===== config.mk =====
export PLATFORM = sky130hd
export DESIGN_NAME = pcse_seg_mem
export DESIGN_NICKNAME = d
export VERILOG_FILES = /design/src/rtl/pcse_pkg.sv /design/src/rtl/pcse_seg_mem.sv
export SDC_FILE = /design/constraint.sdc
export NUM_CORES = 2
export LEC_CHECK = 0
export BUFFER_PORTS_ARGS = -buffer_cell sky130_fd_sc_hd__buf_2
export CORE_MARGIN = 8
export CORE_UTILIZATION = 50
export CTS_BUF_LIST = sky130_fd_sc_hd__clkbuf_4
export DETAILED_ROUTE_END_ITERATION = 8
export PLACE_DENSITY = 0.69
export SYNTH_ARGS = -nofsm -noshare
export SYNTH_HDL_FRONTEND = slang
export SYNTH_SLANG_ARGS = --single-unit

===== constraint.sdc =====
create_clock -name clk -period 21.7 [get_ports clk]
set_input_delay 3.255 -clock clk [delete_from_list [all_inputs] [get_ports clk]]
set_output_delay 3.255 -clock clk [all_outputs]
set_load 0.05 [all_outputs]

===== src/rtl/pcse_pkg.sv =====
// Shared types and constants of the piecewise cubic spline evaluator.
`default_nettype none
package pcse_pkg;

  localparam int QW     = 32;
  localparam int USED_W = 4;

  localparam logic [1:0] OP_APPEND = 2'd0;
  localparam logic [1:0] OP_EVAL   = 2'd1;
  localparam logic [1:0] OP_CLEAR  = 2'd2;

  localparam logic signed [QW-1:0] Q_MAX = {1'b0, {(QW-1){1'b1}}};
  localparam logic signed [QW-1:0] Q_MIN = {1'b1, {(QW-1){1'b0}}};

  typedef struct packed {
    logic signed [QW-1:0] cubic;
    logic signed [QW-1:0] square;
    logic signed [QW-1:0] linear;
    logic signed [QW-1:0] konst;
    logic signed [QW-1:0] end_pos;
  } seg_t;

  typedef struct packed {
    logic                 done;
    logic                 sat;
    logic signed [QW-1:0] value;
  } mac_res_t;

endpackage
`default_nettype wire


===== src/rtl/pcse_seg_mem.sv =====
// Segment table memory: one write port, one registered read port.
`default_nettype none
module pcse_seg_mem #(
  parameter int SEGMENTS = 16,
  localparam int IdxW = (SEGMENTS > 1) ? $clog2(SEGMENTS) : 1
) (
  input  wire logic            clk,
  input  wire logic            we,
  input  wire logic [IdxW-1:0] waddr,
  input  wire pcse_pkg::seg_t  wdata,
  input  wire logic [IdxW-1:0] raddr,
  output pcse_pkg::seg_t       rdata
);

  pcse_pkg::seg_t mem [SEGMENTS];
  pcse_pkg::seg_t rdata_r;

  always_ff @(posedge clk) begin
    if (we) begin
      mem[waddr] <= wdata;
    end
  end

  always_ff @(posedge clk) begin
    rdata_r <= mem[raddr];
  end

  assign rdata = rdata_r;

endmodule
`default_nettype wire


; ---- Word-level counts from Yosys, hierarchy flattened
; Memory sizes are Yosys's and may differ from the RTL's. A register that Yosys moved wholly into a read port is not among the register bits.
; Index checks and enable logic that the tools add are counted.
[totals]
ff_bits = 0
ram_bits = 2560
inputBits = 170
wordCells = 3
n_memories = 1
[mem_list]
columns = memory, words, width, rd, rd_clocked_by_memory_dff, wr, line
row1 = mem, 16, 160, 1, 1, 1, pcse_seg_mem.sv:15  ; pcse_pkg::seg_t mem [SEGMENTS];
[classes]
n_mux = 2
[op_table]
columns = cell, n
row1 = $mux W1, 2

; ---- Longest topological paths before layout
[depth]
word_depth = 2
mapped_depth = 7

; ---- Least setup slack after synthesis
; OpenSTA, ideal clock, no wires.
[synth_timing]
path_kind = input port to flip-flop
start = input waddr[2]
end = memory mem[0][0] (netlist name) (enable)
arrival_ps = 14553
required_ps = 20822
slack_ps = 6269
cell_stages = 2
path_buffers = 0
cell_sequence = or3b_2 > nor3_1
[synth_lines]
columns = element, line
row1 = from (decl), pcse_seg_mem.sv:9  ; input wire logic [IdxW-1:0] waddr,
row2 = to (decl), pcse_seg_mem.sv:15
; No word-level cell before the write port.

==> key figures <==
Yosys
  – Top-count cell post-synth: edfxtp_1
  – Ys flop type: edfxtp_1
  – Sequential cell area fraction in the yosys report: 80.6%
  – Synth Register Bits: 2720
  – Post-synth EDFFs: between 2000 and 3000
  – Mapped Nets: 4361
  – Share of the synthesized area in the top cell type: 77.4%
  – Synth top cells by count: edfxtp_1 (2560), mux4_2 (595), a22oi_1 (266)
  – Post-Syn Area: a little under 100000 µm²
  – Synth Area per Inst: 23.7 µm²
  – Synth area leaders: edfxtp_1 (77%), mux4_2 (13%), dfxtp_1 (3.2%), a22oi_1 (2.0%), mux2_2 (0.92%)
  – Post-synth cell types: 27
  – Syn Inst Count: between 4000 and 5000
  – Post-synth top area cell: edfxtp_1
  – Synthesis Warnings: 0
  – Fraction of registers with async set or reset after synthesis: 0%

Cells and area
  – Fill cell count: 14600
  – Area growth syn-to-layout: 13.8%
  – Layout cells sized above 1: about two fifths
  – Fin cells: 8312
  – Nets@finish: 5250

Critical path
  – Crit path launch type: input port
  – Setup slack, reg-to-reg: slightly above 20 ns
  – Critical path data required time: 22.85 ns
  – CP Launch Point: raddr[1]
  – WP data arrival: 7.92 ns
  – Depth of the most critical reg-to-reg path: 3
  – CP Class: in -> reg
  – Crit-path max FO: between 60 and 70
  – Reg2reg start: mem[5][14]$_DFFE_PP_
  – Setup crit end kind: flop
  – FF-to-FF End: rdata[14]$_DFF_P_

Run
  – Max Cap Violations: 0

Drt
  – Antenna-violating nets left: 0
  – DRC: 0
  – Total wire length: 230000 µm
  – DRT Pass-1 Iters: 5
  – Routed WL per cell: 27.6 µm
  – Iteration-0 DRC Markers: 4659
  – Via count: between 40000 and 50000
  – Vias/cell: 5.80

Pwr
  – Lkg Pwr: 37.2 nW
  – Clock power frac: 39.4%
  – Max VDD drop: 0.0641 mV
  – Int Pwr: 8.33 mW
  – Switching share of power: 22.8%
  – Comb pwr share: 5.7%
  – Total power: 10.8 mW
  – PwrDens: ~95 nW/µm²
  – Sw power: between 2 and 2.5 mW
  – Sequential power share: 54.9%

Worst hold path
  – Hold path depth: 3
  – Worst hold endpoint: rdata[100]$_DFF_P_
  – Hold Startpoint: mem[12][100]$_DFFE_PP_
  – HP Class: reg -> reg

Timing
  – FMAX: 0.148 GHz
  – Final setup violation count: 0
  – Setup Skew: about 0.11 ns
  – Hold Violations, Final: 0
  – Pins Over Slew Limit: 0
  – Tcrit/Tclk final: 31.2%
  – Worst Tran Pin Value: roughly 1.1 ns
  – Rel. slew slack: 24.2%
  – Final setup TNS: 0 ns
  – Post-layout min period: 6.77 ns
  – Unrepaired setup endpoints after global routing: false

Floorplanning
  – Num ports: 330
  – Initial Utilization: 50.3%
  – Die area: 213000 µm²
  – Core area: ~200000 µm²
  – Row count: 163
  – Chip height: 462 µm
  – Die extent in x: 462 µm

CTS
  – Latest clock arrival within the worst-skew pair: between 1 and 1.5 ns
  – H-Tree Depth: 6
  – Num CTS Buffers: 686
  – CTS max path bufs: 4
  – CTS Hold Bufs: 0
  – Setup repair bufs after CTS: 0
  – Clock sinks: 2720
  – Worst-path clk slew: 0.07 ns
  – Cts repair resizes: 0
  – Clock Tree Root: clkbuf_4
  – CTS tree: done

Place
  – Final Wtd Congestion: 0.727
  – PortBufs: roughly 330
  – Post-DP HPWL: 113000 µm
  – Dpl cells: 7032

Global route
  – Number of global-route vias before repair: 51200
  – GRT Residual Overflow: 0
  – Initial antenna violation count: a little under 80
  – First-pass GRT wire length: 334000 µm
  – Pin count of the biggest net entering global routing: between 100 and 150
  – Global router's overall resource usage: 21.4%

Outcome
  – Status: finished, final reports clean
[placed cells by master (no fill, tap or decap), drive strengths merged, types with 7 or more instances in the layout]
| cell | count |
|---|---|
| edfxtp | 2560 |
| clkbuf | 1029 |
| mux4 | 595 |
| buf | 423 |
| a22oi | 266 |
| clkinv | 170 |
| dfxtp | 160 |
| nand2 | 117 |
| mux2 | 81 |
| diode | 49 |
| mux2i | 35 |
| nor2b | 34 |
| o221ai | 28 |
| nand2b | 21 |
| o21ai | 19 |
| a221oi | 17 |
| inv | 15 |
| nor2 | 15 |
| clkinvlp | 10 |
| o22a | 9 |
| bufinv | 7 |
[cells by family after synthesis]
| kind of cell | count (synthesis) | synth area share [%] |
|---|---|---|
| compound gates | 339 | 2.58 |
| buf+inv | 222 | 1.09 |
| flops | 2720 | 80.6 |
| mux | 711 | 14.8 |
| simple gates | 199 | 0.922 |
[critical path: stages]
cell	delay, ns
buf_8	0.50
buf_4	0.69
buf_4	0.88
buf_4	0.91
buf_4	0.81
mux4_2	0.42
a22oi_1	0.21
nand2_1	0.08
[worst max-delay path by stage]
stage                                     end  slack (ns)
after floorplan           mem[0][0]$_DFFE_PP_        6.27
after global placement      rdata[88]$_DFF_P_       13.55
after detailed placement   rdata[107]$_DFF_P_       13.48
after CTS                   rdata[88]$_DFF_P_       15.01
after global routing        rdata[99]$_DFF_P_       14.80
final                       rdata[88]$_DFF_P_       14.93
[flip-flops by register name, summed over array words and instances (netlist names)]
signal  flops
mem      2560
rdata     160
[stage by stage]
stage | setup slack [ns] | area, µm² | hold WS (ns) | utilization, %
2_1_floorplan | 6.27 | 99300 | 0.635 | -
3_3_place_gp | 13.55 | 104000 | 0.646 | 52.8
3_5_place_dp | 13.48 | 104000 | 0.650 | 52.8
4_1_cts | 15.01 | 113000 | 0.610 | 57.2
5_1_grt | 14.80 | 113000 | 0.626 | 57.2
6_report | 14.93 | 113000 | 0.608 | 57.2
[layer usage]
metal | global-route usage [%] | part of all wire [%] | vias up
li1 | - | - | 20200
met2 | 33.6 | 48 | 2244
met4 | 7.86 | 2.7 | 32
met1 | 28.9 | 40 | 25300
met5 | 0 | 0.091 | -
met3 | 6.19 | 9.5 | 419
[final cells by class]
cell class | instances | area, µm² | share of cell area (%)
repair buffers | 423 | 2470 | 2.19
clock buffers | 1029 | 7720 | 6.84
diodes | 49 | 123 | 0.109
flip-flops and latches | 2720 | 80100 | 70.9
well taps | 2640 | 3300 | 2.92
multi-input cells | 1249 | 18300 | 16.2
clock inverters | 202 | 1010 | 0.895
[power groups by stage]
stage / clock network, mW / registers [mW] / logic [mW]
2_1_floorplan: 0 / 6.15 / 0.283
3_3_place_gp: 0 / 6.03 / 0.620
3_5_place_dp: 0 / 6.03 / 0.628
4_1_cts: 4.37 / 5.92 / 0.629
5_1_grt: 4.63 / 5.92 / 0.659
6_report: 4.25 / 5.92 / 0.619
Note: power is estimated with default switching activity, not from simulation.
