--- src/rtl/pcse_pkg.sv ---
// Shared types and constants of the piecewise cubic spline evaluator.
`default_nettype none
package pcse_pkg;

  localparam int QW     = 32;
  localparam int USED_W = 4;

  localparam logic [1:0] OP_APPEND = 2'd0;
  localparam logic [1:0] OP_EVAL   = 2'd1;
  localparam logic [1:0] OP_CLEAR  = 2'd2;

  localparam logic signed [QW-1:0] Q_MAX = {1'b0, {(QW-1){1'b1}}};
  localparam logic signed [QW-1:0] Q_MIN = {1'b1, {(QW-1){1'b0}}};

  typedef struct packed {
    logic signed [QW-1:0] cubic;
    logic signed [QW-1:0] square;
    logic signed [QW-1:0] linear;
    logic signed [QW-1:0] konst;
    logic signed [QW-1:0] end_pos;
  } seg_t;

  typedef struct packed {
    logic                 done;
    logic                 sat;
    logic signed [QW-1:0] value;
  } mac_res_t;

endpackage
`default_nettype wire

--- src/rtl/pcse_mac.sv ---
// Shared Horner step unit: registered multiply, then floor shift, add and clip.
`default_nettype none
module pcse_mac #(
  parameter int FRAC_BITS = 16
) (
  input  wire logic                        clk,
  input  wire logic                        rst_n,
  input  wire logic                        go,
  input  wire logic signed [pcse_pkg::QW-1:0] mul_a,
  input  wire logic signed [pcse_pkg::QW-1:0] mul_b,
  input  wire logic signed [pcse_pkg::QW-1:0] coef,
  output pcse_pkg::mac_res_t               res
);

  localparam int PW = 2 * pcse_pkg::QW;

  logic                           prod_vld_r;
  logic signed [PW-1:0]           prod_r;
  logic signed [pcse_pkg::QW-1:0] coef_r;

  logic signed [PW-1:0]           shifted_c;
  logic signed [PW:0]             sum_c;
  logic                           ovf_c;
  logic signed [pcse_pkg::QW-1:0] clip_c;

  pcse_pkg::mac_res_t res_r;
  pcse_pkg::mac_res_t res_nxt;

  always_ff @(posedge clk) begin
    if (!rst_n) begin
      prod_vld_r <= 1'b0;
    end else begin
      prod_vld_r <= go;
    end
  end

  always_ff @(posedge clk) begin
    if (go) begin
      prod_r <= PW'(mul_a) * PW'(mul_b);
      coef_r <= coef;
    end
  end

  // An arithmetic shift rounds toward minus infinity.
  always_comb begin
    shifted_c = prod_r >>> FRAC_BITS;
    sum_c     = {shifted_c[PW-1], shifted_c} + (PW+1)'(coef_r);
    ovf_c     = (sum_c[PW:pcse_pkg::QW-1] != {(PW-pcse_pkg::QW+2){1'b0}}) &&
                (sum_c[PW:pcse_pkg::QW-1] != {(PW-pcse_pkg::QW+2){1'b1}});
    if (!ovf_c) begin
      clip_c = sum_c[pcse_pkg::QW-1:0];
    end else if (sum_c[PW]) begin
      clip_c = pcse_pkg::Q_MIN;
    end else begin
      clip_c = pcse_pkg::Q_MAX;
    end
    res_nxt.done  = prod_vld_r;
    res_nxt.sat   = ovf_c;
    res_nxt.value = clip_c;
  end

  always_ff @(posedge clk) begin
    if (!rst_n) begin
      res_r <= '0;
    end else begin
      res_r <= res_nxt;
    end
  end

  assign res = res_r;

endmodule
`default_nettype wire

--- config.mk ---
export PLATFORM = sky130hd
export DESIGN_NAME = pcse_mac
export DESIGN_NICKNAME = d
export VERILOG_FILES = /design/src/rtl/pcse_pkg.sv /design/src/rtl/pcse_mac.sv
export SDC_FILE = /design/constraint.sdc
export NUM_CORES = 2
export LEC_CHECK = 0
export BUFFER_PORTS_ARGS = -buffer_cell sky130_fd_sc_hd__buf_2
export CORE_MARGIN = 2
export CORE_UTILIZATION = 35
export CTS_CLUSTER_SIZE = 14
export DETAILED_ROUTE_END_ITERATION = 6
export SLEW_MARGIN = 20
export SYNTH_ARGS = -nofsm -noshare
export SYNTH_HDL_FRONTEND = slang
export SYNTH_SLANG_ARGS = --single-unit
--- constraint.sdc ---
create_clock -name clk -period 7.1 [get_ports clk]
set_input_delay 0 -clock clk [delete_from_list [all_inputs] [get_ports clk]]
set_output_delay 0 -clock clk [all_outputs]
set_load 0.02 [all_outputs]
### After elaboration in Yosys (flattened, before gate mapping)

Cells that the tools add are included.

| word-level totals | value |
|---|---|
| word-level logic and storage cells | 13 |
| register bits | 131 |
| input bits | 99 |
| output and inout bits | 34 |

| operators by class | value |
|---|---|
| multipliers | 1 |
| mux-type cells | 2 |
| reductions and logical operators | 2 |
| equal/unequal tests | 1 |
| add/sub/neg operators | 1 |

Operators with widths:

| cell | count |
|---|---|
| multiplier 32 x 32 -> 64 bit | 1 |
| two-way mux 32 bit | 2 |
| adder 48 x 32 -> 49 bit | 1 |
| inequality test 34 bit, second input constant | 1 |
| nonzero test 34 bit | 1 |
| logical AND 1 bit | 1 |

### Depth between registers and ports, before layout

| depth | value |
|---|---|
| depth after elaboration | 4 |
| mapped depth | 28 |
| mapped depth without buffers | 27 |

### Worst setup path before layout

Ideal clock, no wire load.

| timing path | value |
|---|---|
| kind | input-to-reg |
| start | input port mul_a[31] (netlist bit) |
| end | register prod_r[63], data pin |
| buffers on the path | 1 |
| stages | 25 |
| slack | -0.228 ns |
| data arrival time | 7.068 ns |
| data required time | 6.840 ns |
| library setup time | 0.260 ns |
| cell sequence | clkbuf_1 -> nand2_1 -> inv_1 -> fa_1 -> fa_1 -> fa_1 -> inv_1 -> fa_1 -> inv_1 -> fa_1 -> fa_1 -> inv_1 -> fa_1 -> fa_1 -> inv_1 -> ha_1 -> a21oi_1 -> o21ai_0 -> a21o_1 -> a21oi_1 -> and2_1 -> a21oi_1 -> a41oi_1 -> o221ai_1 -> xnor2_1 |

| between the ends | value |
|---|---|
| cells in the longest elaborated chain, start to end | 1 |

Ends and longest elaborated chain:

| element | line | text |
|---|---|---|
| start: declaration | pcse_mac.sv:9 | `input wire logic signed [pcse_pkg::QW-1:0] mul_a,` |
| multiplier 32 x 32 -> 64 bit | pcse_mac.sv:39 | `prod_r <= PW'(mul_a) * PW'(mul_b);` |
| end signal: assignment | pcse_mac.sv:39 |  |
| end: declaration | pcse_mac.sv:18 | `logic signed [PW-1:0] prod_r;` |

Every way passes these cells.
A chain may end at the register's enable or synchronous reset.

### Final worst setup path

| timing path | value |
|---|---|
| start | input port mul_a[14] (netlist bit) |
| end | register prod_r[49], data pin |

Same word-level chain as after synthesis.

==> flow_summary.toml <==
[floorplan]
dieHeight_um = 350
core_mm2 = 0.118
row_count = 126
die_area_mm2 = 0.122
die_width_um = 350
initial_utilization_pct = 35.4
ios = 133

[layout]
nNetsFinal = 6147
synthToLayoutAreaGrowth_pct = 15.6
finalNonFillerCells = 6289
drive_above_1_share_pct = 13.3
final_util_pct = 40.9

[clock_tree]
clkLatencyLatePin_ps = 440
cts_tree = "done"
htree_levels = 4
cts_made_buffers = 17
clockRootBuffer = "clkbuf_16"
clockBufferDepth = 2
clock-sinks = 115
path_clk_slew_ps = 60

[yosys]
synth_nets = 5777
synth_simple_gate_area_share_pct = 15.6
syn_area_mm2 = 0.0418
ys_seq_area_share_pct = 7.42
ys_ff_latch = 115
synth_xor_xnor_area_share_pct = 2.09
synth_compound_area_share_pct = 5.45
synthArstFlopShare_pct = 0
synth-adder-area-share_pct = 58.6
muxShareOfSynthArea_pct = 0.0748
ys_types = 76
synth_ff_type = "edfxtp_1"
synth_top_family_by_area = "adder cells"
synthCells = 4368
postSynthAreaPerCell_um2 = 9.57
yosysWarnings = 0
synth_edf_count = 80

[timing]
period_share_pct = 97.6
hold_viol = 0
skew_ps = 10.9
worst_slack_ps = 173
rsz0062_at_grt = "yes"
fin_crit_ps = 6930
slew_violations = 0
fin_setup_tns_ps = 0
max_freq_mhz = 144
slew_headroom_pct = 35.5
setup_viol = 0
max_slew.worst_pin.slew_ps = 968

[place]
dp.cells = 6217
hpwl_um = 104000
place_congestion = 0.891
pre_cts_ws_ps = -617
numPortBuffers = 132

[global_route]
grt_pass1_wl_um = 192000
grt_pass1_vias = 33500
grt_use_met2_pct = 34.4
overflow = 0
grt_use_total_pct = 20.2
antenna_found_initial = 10
grt_max_degree = 72
grt_most_used_layer = "met2"
grt_use_met1_pct = 28.1
use_met3_pct = 2.51

[setup_path]
cp_max_fo = 7
crit_family = "adder cells"
crit_required_ps = 7290
critPathKind = "in2reg"
slowest_delay_ps = 580
crit_path_start = "mul_a[14]"
cp_data_arrival_time_ps = 7110
cpMaxStageDelayCell = "fa_1"
cp-start-kind = "input port"
crit_top_cell = "fa_1"
cp-end-kind = "flip-flop"
reg2reg_from = "coef_r[31]$_DFFE_PP_"
critPathBufInv = 8

[job]
maxCapViolCount = 0

[drt]
vias = 30300
ant_nets = 0
drt_wl_total_um = 118000
initialDrtViolationCount = 1558
via_per_inst = 4.82
first_pass_iters = 5
drcViolationCount = 0
wl_per_cell_um = 18.8

[worst_hold_path]
min_from = "coef[24]"
hold_class = "in2reg"

[outcome]
status = "finished clean"
-- cell usage after synthesis, drive strengths merged (7+ instances only) --
| cell type | count | share of area (%) |
|---|---|---|
| dfxtp | 35 | 1.7 |
| xnor2 | 60 | 1.3 |
| a21oi | 103 | 1.2 |
| ha | 228 | 6.8 |
| o21a | 16 | 0.29 |
| fa | 1082 | 52 |
| xor2 | 40 | 0.84 |
| clkbuf | 211 | 1.9 |
| o211ai | 10 | 0.18 |
| and3 | 13 | 0.19 |
| nand4 | 25 | 0.37 |
| and2 | 518 | 7.8 |
| nand2b | 18 | 0.27 |
| a31oi | 7 | 0.10 |
| edfxtp | 80 | 5.7 |
| nor2b | 13 | 0.19 |
| o21ai | 93 | 1.1 |
| nand3 | 19 | 0.23 |
| o21bai | 7 | 0.13 |
| inv | 964 | 8.7 |
| nor4 | 7 | 0.12 |
| a211oi | 7 | 0.13 |
| nor2 | 85 | 0.76 |
| nor3 | 18 | 0.22 |
| nand2 | 555 | 5.0 |
| buf | 14 | 0.18 |
| or2 | 7 | 0.10 |
| a21o | 48 | 0.86 |
-- worst reg2reg max path, delay by kind of cell, from the launching register on --
| family | cells | cell delay (ps) |
|---|---|---|
| compound gates | 7 | 2250 |
| simple gates | 4 | 1580 |
| flops | 1 | 640 |
| fa+ha+maj | 1 | 530 |
| buf+inv | 1 | 290 |
-- timing repair --
action / 4_1_cts / 5_1_grt
hold endpoints to repair: 46 / 0
resized for setup: 6 / 89
hold buffers: 35 / 0
pin swaps: 0 / 25
buffers inserted: 0 / 3
setup endpoints to repair: 11 / 25
-- layout by cell type (no fill, tap or decap), types with 13 or more instances in the layout --
cell,n
xnor2_1,60
ha_1,225
nand2_1,555
xor2_1,40
a21oi_1,96
nor3_1,18
nand3_1,18
fa_1,1072
clkbuf_16,18
a21o_1,48
o21a_1,16
nand4_1,25
buf_4,362
and2_1,516
edfxtp_1,80
o21ai_1,38
o21ai_0,53
buf_2,112
buf_12,41
dlygate4sd3_1,35
inv_1,962
buf_6,13
nand2b_1,18
dfxtp_1,35
nor2_1,82
-- sequential cells by signal, indices dropped and copies added, names as in the netlist --
name / flops
prod_r: 48
prod_vld_r: 1
res: 34
coef_r: 32
-- stage by stage --
step | cell area [µm²] | hold slack (ps)
finish | 48300 | 265
floorplan | 41800 | 98.9
global route | 48300 | 249
global placement | 47100 | 177
CTS | 48000 | 239
detailed placement | 47100 | 180
-- path summary, 6_finish.rpt --
kind / endpoint / slack, ps / cells after the start
hold / removal: coef_r[24]$_DFFE_PP_ / 260 / 2
setup / recovery: prod_r[49]$_DFFE_PP_ / 170 / 26
hold reg to reg: res[33]$_SDFF_PN0_ / 440 / 1
setup reg to reg: res[7]$_SDFF_PN0_ / 1740 / 13
-- area by class of cell --
| type | instances | area [µm²] |
|---|---|---|
| tap | 1536 | 1920 |
| clock buffer | 23 | 479 |
| timing repair buffer | 576 | 4710 |
| fill | 11700 | 69900 |
| antenna | 2 | 5.00 |
| inverter | 964 | 3620 |
| clock inverter | 9 | 53.8 |
| sequential | 115 | 3100 |
| multi-input combinational | 3064 | 34400 |
-- layer usage --
layer	vias to the layer above	wire length (µm)
met5	-	10
li1	13600	-
met2	808	57200
met3	123	6620
met1	15700	52400
met4	2	1840
-- logic make-up (layout without fill, tap and decap cells) --
family / after synthesis / after routing
adders and majority gates: 1310 / 1310
AOI/OAI and AO/OA: 353 / 353
buffers and inverters: 1189 / 1572
and+or+nand+nor: 1298 / 1298
muxes: 3 / 3
xor gates and xnor gates: 100 / 100
DFF: 115 / 115
other: 0 / 2
Power is left out: the tool's default activity adds up to more than one toggle a clock period on the data nets, which glitch-free logic cannot reach.
